**config.mk**
```make
export PLATFORM = sky130hd
export DESIGN_NAME = signed_int_to_decimal_ascii_core
export DESIGN_NICKNAME = d
export VERILOG_FILES = /design/src/hw/rtl/sitoda_pkg.sv /design/src/hw/rtl/signed_int_to_decimal_ascii_core.sv
export SDC_FILE = /design/constraint.sdc
export NUM_CORES = 1
export LEC_CHECK = 0
export BUFFER_PORTS_ARGS = -buffer_cell sky130_fd_sc_hd__buf_2
export CORE_MARGIN = 2
export CORE_UTILIZATION = 35
export CTS_CLUSTER_DIAMETER = 80
export DETAILED_ROUTE_END_ITERATION = 12
export SYNTH_ARGS = -nofsm -noshare
export SYNTH_HDL_FRONTEND = slang
export SYNTH_SLANG_ARGS = --single-unit
```
**constraint.sdc**
```tcl
create_clock -name aclk -period 4.79 [get_ports aclk]
set_input_delay 0.958 -clock aclk [delete_from_list [all_inputs] [get_ports aclk]]
set_output_delay 0.958 -clock aclk [all_outputs]
set_load 0.005 [all_outputs]
```
**src/hw/rtl/sitoda_pkg.sv**
```systemverilog
package sitoda_pkg;

    localparam int unsigned CHAR_BITS  = 7;
    localparam int unsigned DIGIT_BITS = 4;

    localparam logic [CHAR_BITS-1:0] CHAR_ZERO  = 7'd48;
    localparam logic [CHAR_BITS-1:0] CHAR_MINUS = 7'd45;

    // A BCD digit at or above this value overflows when doubled.
    localparam logic [DIGIT_BITS-1:0] BCD_ADJ_LIMIT = 4'd5;
    localparam logic [DIGIT_BITS-1:0] BCD_ADJ_ADD   = 4'd3;

endpackage

```
**src/hw/rtl/signed_int_to_decimal_ascii_core.sv**
```systemverilog
// Signed integer to decimal ASCII text.
//
// Input channel (s_valid / s_ready / s_value): one beat carries one signed
// two's-complement integer of VALUE_BITS bits. Result channel (m_valid /
// m_ready / m_character / m_last_char): one beat per ASCII character, most
// significant first. A negative number opens with '-'; zero gives a single
// '0'; leading zeros are dropped. The final character of a number carries
// m_last_char.
//
// Operation: after the input beat the magnitude is shifted into a BCD register
// one bit per cycle (shift-and-add-3). The BCD register is then shifted out
// one digit per cycle while the receiver does not stall, leading zeros
// included. DIGITS is the decimal width of the magnitude (10 at 32 bits) and
// sets the register's size; a negative number sends its sign before the digits.
// s_ready is high only between items; the next item may enter while the last
// character still waits in the output register.
// Reset (aresetn low, synchronous) returns to idle and drops any pending
// character. When the receiver stalls, the character is held in the output
// register and the digit shift-out pauses until the beat is taken.
module signed_int_to_decimal_ascii_core #(
    parameter int unsigned VALUE_BITS = 32
) (
    input  logic                                 aclk,
    input  logic                                 aresetn,

    input  logic                                 s_valid,
    output logic                                 s_ready,
    input  logic signed [VALUE_BITS-1:0]         s_value,

    output logic                                 m_valid,
    input  logic                                 m_ready,
    output logic [sitoda_pkg::CHAR_BITS-1:0]     m_character,
    output logic                                 m_last_char
);

    // Decimal digits for an unsigned VALUE_BITS-bit magnitude:
    // floor(VALUE_BITS * log10(2)) + 1, with log10(2) ~ 1233 / 4096.
    localparam int unsigned DIGITS = ((VALUE_BITS * 1233) >> 12) + 1;
    localparam int unsigned BCD_W  = DIGITS * sitoda_pkg::DIGIT_BITS;
    localparam int unsigned BIT_CW = $clog2(VALUE_BITS);
    localparam int unsigned DIG_CW = $clog2(DIGITS);

    typedef enum logic [1:0] {
        ST_IDLE,
        ST_CONV,
        ST_SIGN,
        ST_DIGS
    } state_t;

    state_t                            state_reg,   state_next;
    logic [VALUE_BITS-1:0]             bin_reg,     bin_next;
    logic [BCD_W-1:0]                  bcd_reg,     bcd_next;
    logic [BIT_CW-1:0]                 bit_cnt_reg, bit_cnt_next;
    logic [DIG_CW-1:0]                 dig_cnt_reg, dig_cnt_next;
    logic                              neg_reg,     neg_next;
    logic                              started_reg, started_next;
    logic                              m_valid_reg, m_valid_next;
    logic [sitoda_pkg::CHAR_BITS-1:0]  m_char_reg,  m_char_next;
    logic                              m_last_reg,  m_last_next;

    logic [VALUE_BITS-1:0]             raw;
    logic [BCD_W-1:0]                  bcd_adj;
    logic [sitoda_pkg::DIGIT_BITS-1:0] top_digit;
    logic                              out_free;

    assign raw       = s_value;
    assign top_digit = bcd_reg[BCD_W-1 -: sitoda_pkg::DIGIT_BITS];
    assign out_free  = !m_valid_reg || m_ready;

    // Add 3 to every BCD digit of 5 or more ahead of the doubling shift.
    always_comb begin
        for (int i = 0; i < DIGITS; i++) begin
            if (bcd_reg[i*sitoda_pkg::DIGIT_BITS +: sitoda_pkg::DIGIT_BITS]
                    >= sitoda_pkg::BCD_ADJ_LIMIT) begin
                bcd_adj[i*sitoda_pkg::DIGIT_BITS +: sitoda_pkg::DIGIT_BITS] =
                    bcd_reg[i*sitoda_pkg::DIGIT_BITS +: sitoda_pkg::DIGIT_BITS]
                    + sitoda_pkg::BCD_ADJ_ADD;
            end else begin
                bcd_adj[i*sitoda_pkg::DIGIT_BITS +: sitoda_pkg::DIGIT_BITS] =
                    bcd_reg[i*sitoda_pkg::DIGIT_BITS +: sitoda_pkg::DIGIT_BITS];
            end
        end
    end

    always_comb begin
        state_next   = state_reg;
        bin_next     = bin_reg;
        bcd_next     = bcd_reg;
        bit_cnt_next = bit_cnt_reg;
        dig_cnt_next = dig_cnt_reg;
        neg_next     = neg_reg;
        started_next = started_reg;
        m_char_next  = m_char_reg;
        m_last_next  = m_last_reg;
        m_valid_next = m_valid_reg && !m_ready;

        unique case (state_reg)
            ST_IDLE: begin
                if (s_valid) begin
                    // Form the magnitude; the most negative value stays exact
                    // as an unsigned VALUE_BITS-bit number.
                    neg_next     = raw[VALUE_BITS-1];
                    bin_next     = raw[VALUE_BITS-1] ? (~raw + 1'b1) : raw;
                    bcd_next     = '0;
                    bit_cnt_next = BIT_CW'(VALUE_BITS - 1);
                    state_next   = ST_CONV;
                end
            end
            ST_CONV: begin
                // Advance one magnitude bit into the BCD register.
                bcd_next = {bcd_adj[BCD_W-2:0], bin_reg[VALUE_BITS-1]};
                bin_next = {bin_reg[VALUE_BITS-2:0], 1'b0};
                if (bit_cnt_reg == '0) begin
                    dig_cnt_next = DIG_CW'(DIGITS - 1);
                    started_next = 1'b0;
                    state_next   = neg_reg ? ST_SIGN : ST_DIGS;
                end else begin
                    bit_cnt_next = bit_cnt_reg - 1'b1;
                end
            end
            ST_SIGN: begin
                if (out_free) begin
                    m_char_next  = sitoda_pkg::CHAR_MINUS;
                    m_last_next  = 1'b0;
                    m_valid_next = 1'b1;
                    state_next   = ST_DIGS;
                end
            end
            ST_DIGS: begin
                if (!started_reg && top_digit == '0 && dig_cnt_reg != '0) begin
                    // Drop a leading zero without a beat.
                    bcd_next     = {bcd_reg[BCD_W-sitoda_pkg::DIGIT_BITS-1:0],
                                    {sitoda_pkg::DIGIT_BITS{1'b0}}};
                    dig_cnt_next = dig_cnt_reg - 1'b1;
                end else if (out_free) begin
                    m_char_next  = sitoda_pkg::CHAR_ZERO
                                   + sitoda_pkg::CHAR_BITS'(top_digit);
                    m_last_next  = (dig_cnt_reg == '0);
                    m_valid_next = 1'b1;
                    started_next = 1'b1;
                    bcd_next     = {bcd_reg[BCD_W-sitoda_pkg::DIGIT_BITS-1:0],
                                    {sitoda_pkg::DIGIT_BITS{1'b0}}};
                    if (dig_cnt_reg == '0) begin
                        state_next = ST_IDLE;
                    end else begin
                        dig_cnt_next = dig_cnt_reg - 1'b1;
                    end
                end
            end
            default: begin
                state_next = ST_IDLE;
            end
        endcase
    end

    always_ff @(posedge aclk) begin
        if (!aresetn) begin
            state_reg   <= ST_IDLE;
            m_valid_reg <= 1'b0;
        end else begin
            state_reg   <= state_next;
            m_valid_reg <= m_valid_next;
        end
        bin_reg     <= bin_next;
        bcd_reg     <= bcd_next;
        bit_cnt_reg <= bit_cnt_next;
        dig_cnt_reg <= dig_cnt_next;
        neg_reg     <= neg_next;
        started_reg <= started_next;
        m_char_reg  <= m_char_next;
        m_last_reg  <= m_last_next;
    end

    assign s_ready     = (state_reg == ST_IDLE);
    assign m_valid     = m_valid_reg;
    assign m_character = m_char_reg;
    assign m_last_char = m_last_reg;

endmodule

```
# After elaboration in Yosys (flattened, before gate mapping)
# Cells that the tools add are included.
classes:
  add_sub_neg: 14
  n_mul: 0
  n_div: 0
  order_cmp: 10
  n_eq_ne: 12
  shift: 0
  muxes: 48
  n_bitwise: 1
  n_reduce_logical: 24
op_table:
  columns: ["cell", "n"]
  rows:
  - ["40-bit two-way mux", 3]
  - ["40-bit one-hot mux with 3 select lines", 1]
  - ["32-bit two-way mux", 2]
  - ["32-bit one-hot mux with 2 select lines", 1]
  - ["4-bit two-way mux", 13]
  - ["4-bit by 3-bit greater-or-equal comparator with 1-bit output, second input constant", 10]
  - ["4-bit by 2-bit adder with 4-bit output, second input constant", 9]
  - ["32-bit by 1-bit adder with 32-bit output, second input constant", 1]
  - ["32-bit NOT", 1]
  - ["7-bit two-way mux", 3]
  - ["2-bit inequality test, second input constant", 7]
  - ["7-bit one-hot mux with 2 select lines", 1]
  - ["2-bit two-way mux", 6]
  - ["4-bit AND reduction", 3]
  - ["5-bit two-way mux", 2]
  - ["5-bit one-hot mux with 2 select lines", 1]
  - ["1-bit two-way mux", 9]
  - ["4-bit logical NOT", 2]
  - ["2-bit one-hot mux with 4 select lines", 1]
  - ["4-bit one-hot mux with 2 select lines", 1]
  - ["6-bit by 4-bit adder with 7-bit output, first input constant", 1]
  - ["3-bit inequality test, second input constant", 2]
  - ["1-bit one-hot mux with 2 select lines", 3]
  - ["3-bit AND reduction", 2]
  - ["other kinds (16)", 24]
word_totals:
  regBits: 94
  latchBits: 0
  ramBits: 0
  mem_bits_ro: 0
  inputBits: 36
  output_inout_bits: 10
  wordCells: 119
  n_memories: 0

# Depth between registers and ports, before layout
logic_depth:
  word_depth: 5
  ltp_mapped: 8
  mapped_depth_nobuf: 6

# Worst setup path after synthesis
# OpenSTA, ideal clock, no wires.
synth_timing:
  path_kind: "register -> register"
  from: "register state_reg[1]"
  to: "register bcd_reg[0], enable pin"
  setup_ps: 498
  arrival_time_ps: 4554
  t_required_ps: 4292
  setup_slack_ps: -262
  path_stages_with_launch: 8
  n_path_buf: 3
  period_less_slack_ps: 5052
  path_cell_list: "dfxtp_1 -> inv_1 -> ha_1 -> clkbuf_1 -> clkbuf_1 -> buf_1 -> nor3_1 -> a211oi_1"
synth_via:
  elab_chain_len: 3
  elab_cells_between_ends: 7
  cone_classes: "eq/ne (4); reduce/logical (3)"
synth_rtl:
  columns: ["element", "line_no", "text"]
  rows:
  - ["start, declared", "signed_int_to_decimal_ascii_core.sv:50", "state_t state_reg, state_next;"]
  - ["start signal, assigned", "signed_int_to_decimal_ascii_core.sv:161", "state_reg <= state_next;"]
  - ["2-bit == test, or another cell as far along", "signed_int_to_decimal_ascii_core.sv:97", "unique case (state_reg)"]
  - ["3-bit inequality test (no source line), or another cell as far along", null, null]
  - ["3-bit AND reduction (no source line) (*)", null, null]
  - ["end signal, assigned", "signed_int_to_decimal_ascii_core.sv:165", "bcd_reg <= bcd_next;"]
  - ["end, declared", "signed_int_to_decimal_ascii_core.sv:52", "logic [BCD_W-1:0] bcd_reg, bcd_next;"]
# Every way passes the cells marked *; elsewhere a longest branch is shown, timed or not.
# A chain may end at the register's enable or synchronous reset.

# Worst setup path after layout
layout_timing:
  from: "input s_value[6]"
  to: "register bin_reg[28] (data pin)"
layout_via:
  elab_chain_len: 5
layout_rtl:
  columns: ["element", "line_no", "text"]
  rows:
  - ["start, declared", "signed_int_to_decimal_ascii_core.sv:28", "input logic signed [VALUE_BITS-1:0] s_value,"]
  - ["32-bit NOT", "signed_int_to_decimal_ascii_core.sv:103", "bin_next = raw[VALUE_BITS-1] ? (~raw + 1'b1) : raw;"]
  - ["32-bit by 1-bit adder with 32-bit output", "signed_int_to_decimal_ascii_core.sv:103", null]
  - ["32-bit two-way mux", "signed_int_to_decimal_ascii_core.sv:103", null]
  - ["32-bit two-way mux", "signed_int_to_decimal_ascii_core.sv:99", "if (s_valid) begin"]
  - ["32-bit one-hot mux with 2 select lines", "signed_int_to_decimal_ascii_core.sv:97", null]
  - ["via bin_next[28]", "signed_int_to_decimal_ascii_core.sv:51", "logic [VALUE_BITS-1:0] bin_reg, bin_next;"]
  - ["end signal, assigned", "signed_int_to_decimal_ascii_core.sv:164", "bin_reg <= bin_next;"]
  - ["end, declared", "signed_int_to_decimal_ascii_core.sv:51", null]
# The timed path passes the listed nets, and every way through them passes these cells. The select of a mux whose other input is x is not followed.

==> flow_summary.json <==
{
  "cp_max_fo": 13,
  "drt-vias-per-instance": 5.555,
  "whs_path_depth": 2,
  "crit_path_end_kind": "register",
  "synthArstFlopShare_pct": 0,
  "cts_buffers": 9,
  "gp_congestion": 0.8148,
  "clkPwrFrac_pct": 18.9,
  "antenna_found_initial": 0,
  "hold_path.class": "reg2reg",
  "num_rows": 47,
  "post_cts_resized": 0,
  "synth-seq-cells": 92,
  "cp.arrival_ps": 3000,
  "grt_use_total_pct": 15.27,
  "worst_pin_slew_ps": 897.8,
  "yosys.area_share.simple_pct": 17.93,
  "seqPwrFrac_pct": 42.0,
  "p_int_mw": 2.382,
  "vias": 4611,
  "synth-xor-area-share_pct": 4.515,
  "post_cts_buffers": 0,
  "synth.net_count": 644,
  "r2r_cells": 6,
  "hpwl_mm": 8.541,
  "synth_fa_ha_area_share_pct": 6.450,
  "rsz0062_at_grt": "no",
  "combPwrFrac_pct": 39.1,
  "synth_area_mm2": 0.005819,
  "grt-ovfl-total": 0,
  "synthMuxAreaShare_pct": 2.086,
  "synth_area_leaders": "edfxtp_1, ha_1, o21ai_0, a21oi_1, xnor2_1",
  "max_cap_violations": 0,
  "fp.dieW_um": 132.9,
  "chipHeight_um": 132.9,
  "grt_pass1_wl_mm": 21.87,
  "fin_skew_ps": 4.515,
  "ys.flop_type": "edfxtp_1",
  "final_cell_mix": "edfxtp_1, buf_2, o21ai_0",
  "fmax_ghz": 0.3606,
  "setup_violations": 0,
  "largest_reg_flops": 40,
  "first_global_vias": 4559,
  "startpoint_type": "input pin",
  "io_buffers": 43,
  "synth_area_per_cell_um2": 10.07,
  "synth_top_area_cell": "edfxtp_1",
  "clock_latency_ps": 350,
  "finalWorstPathRequiredPeriod_ps": 2773,
  "ys_types": 62,
  "fin_area_mm2": 0.006533,
  "ys_seq_area_share_pct": 46.96,
  "p_sw_mw": 1.459,
  "clk_pin_slew_worst_paths_ps": 70,
  "layout-drive-gt1-share_pct": 12.46,
  "cts_max_level": 3,
  "layout.nets": 671,
  "placed_cell_area_mm2": 0.006240,
  "synth_compound_area_share_pct": 17.31,
  "drtAntennaViolNets": 0,
  "start_util_pct": 35.47,
  "root_buffer": "clkbuf_16",
  "worstSetupPathType": "in2reg",
  "holdBufCountCts": 0,
  "grt_max_degree": 95,
  "finalHoldViolations": 0,
  "layout_commonest_cell": "edfxtp_1",
  "min_period_over_period_pct": 57.90,
  "clock_sinks": 92,
  "drt-total-wl_mm": 13.01,
  "coreArea_mm2": 0.01641,
  "dieArea_mm2": 0.01767,
  "slew_headroom_pct": 40.15,
  "ir_worst_vdd_v": 0.0002355,
  "syn2layout_area_growth_pct": 12.26,
  "power.density_mw_per_mm2": 588.0,
  "syn_inst": 578,
  "status": "completed",
  "required_ps": 5010,
  "setup-tns-final_ps": 0,
  "tritoncts": "built",
  "max-clock-path-buffers": 2,
  "drc": 0,
  "swShare_pct": 37.98,
  "io_pins": 46,
  "avgRoutedWirePerCell_um": 15.67,
  "p_leak_nw": 2.319,
  "synth_edf_count": 89,
  "firstDrtPassIters": 5,
  "drv_slew": 0,
  "synth_top_family_by_area": "simple AND/OR/NAND/NOR gates",
  "synth_top_cell_area_share_pct": 45.93,
  "num_antenna_cells": 0,
  "drt_first_iter_violations": 291,
  "fill_cells": 1603,
  "ys_warn_count": 0
}
==> per-layer routing <==
metal | GRT usage [%] | vias to the layer above | wire (um) | part of all wire [%]
met1 | 19.55 | 2229 | 5985 | 46
met5 | 0 | - | 0 | 0
met4 | 6.213 | 0 | 260 | 2.0
met2 | 24.81 | 120 | 6105 | 47
met3 | 3.755 | 20 | 659 | 5.1
li1 | - | 2242 | - | -
==> critical path, stage by stage <==
cell	delay [ps]
buf_2	110
or3_1	550
or4_1	740
or4_1	550
nand3_1	90
==> power by group through the flow <==
stage	registers [mW]	clock network [mW]	logic, mW
after floorplan	1.57	0	1.16
after global placement	1.61	0	1.45
after detailed placement	1.62	0	1.50
after CTS	1.62	0.746	1.51
after global routing	1.66	0.772	1.70
final	1.61	0.726	1.50
==> logic make-up after synthesis <==
kind of cell	after synthesis
and+or+nand+nor	190
AOI/OAI and AO/OA	153
DFF	92
buffers and inverters	69
adders and majority gates	30
xor gates and xnor gates	30
muxes	12
other	2
==> cells in the mapped netlist (all sizes together), types with 4 or more instances <==
| cell type | count |
|---|---|
| mux2i | 11 |
| nor2b | 5 |
| buf | 9 |
| a21oi | 35 |
| o41ai | 7 |
| nand3 | 19 |
| a22o | 9 |
| nand2b | 19 |
| inv | 35 |
| o21ai | 37 |
| edfxtp | 89 |
| xor2 | 13 |
| a31oi | 4 |
| o32ai | 6 |
| xnor2 | 17 |
| or4 | 13 |
| a221oi | 4 |
| nor4 | 9 |
| or3 | 6 |
| o22ai | 14 |
| nand4 | 8 |
| o311ai | 4 |
| nor2 | 30 |
| and3 | 8 |
| nor3 | 16 |
| nor3b | 9 |
| nand2 | 34 |
| clkbuf | 24 |
| ha | 30 |
| a211oi | 4 |
| o211ai | 5 |
==> path summary, 6_finish.rpt <==
| path | to | from | slack (ps) |
|---|---|---|---|
| hold / removal | state_reg[0] | state_reg[0] | 520 |
| setup / recovery | bin_reg[28] | s_value[6] | 2020 |
| setup reg to reg | bcd_reg[27] | bcd_reg[36] | 2070 |
| hold reg to reg | state_reg[0] | state_reg[0] | 520 |
==> cell type report <==
cell class                 count  area [um^2]  share of cell area [%]
multi-input combinational    417         2836                   43.42
sequential                    92         2733                   41.83
tap                          220        275.3                   4.214
timing repair buffer          49        260.3                   3.984
clock buffer                   9        225.2                   3.448
inverter                      36        135.1                   2.069
clock inverter                 7        67.56                   1.034
==> stage by stage <==
stage	total power [mW]	hold WS (ps)	cells	setup slack [ps]	util, %
finish	3.841	522.2	830	2017	39.82
global placement	3.065	504.4	814	1696	38.03
global route	4.139	556.2	830	1750	39.82
floorplan	2.726	475.0	578	1125	-
CTS	3.876	524.4	830	2025	39.82
detailed placement	3.129	511.5	814	1653	38.03
Note: power is estimated with default switching activity, not from simulation.
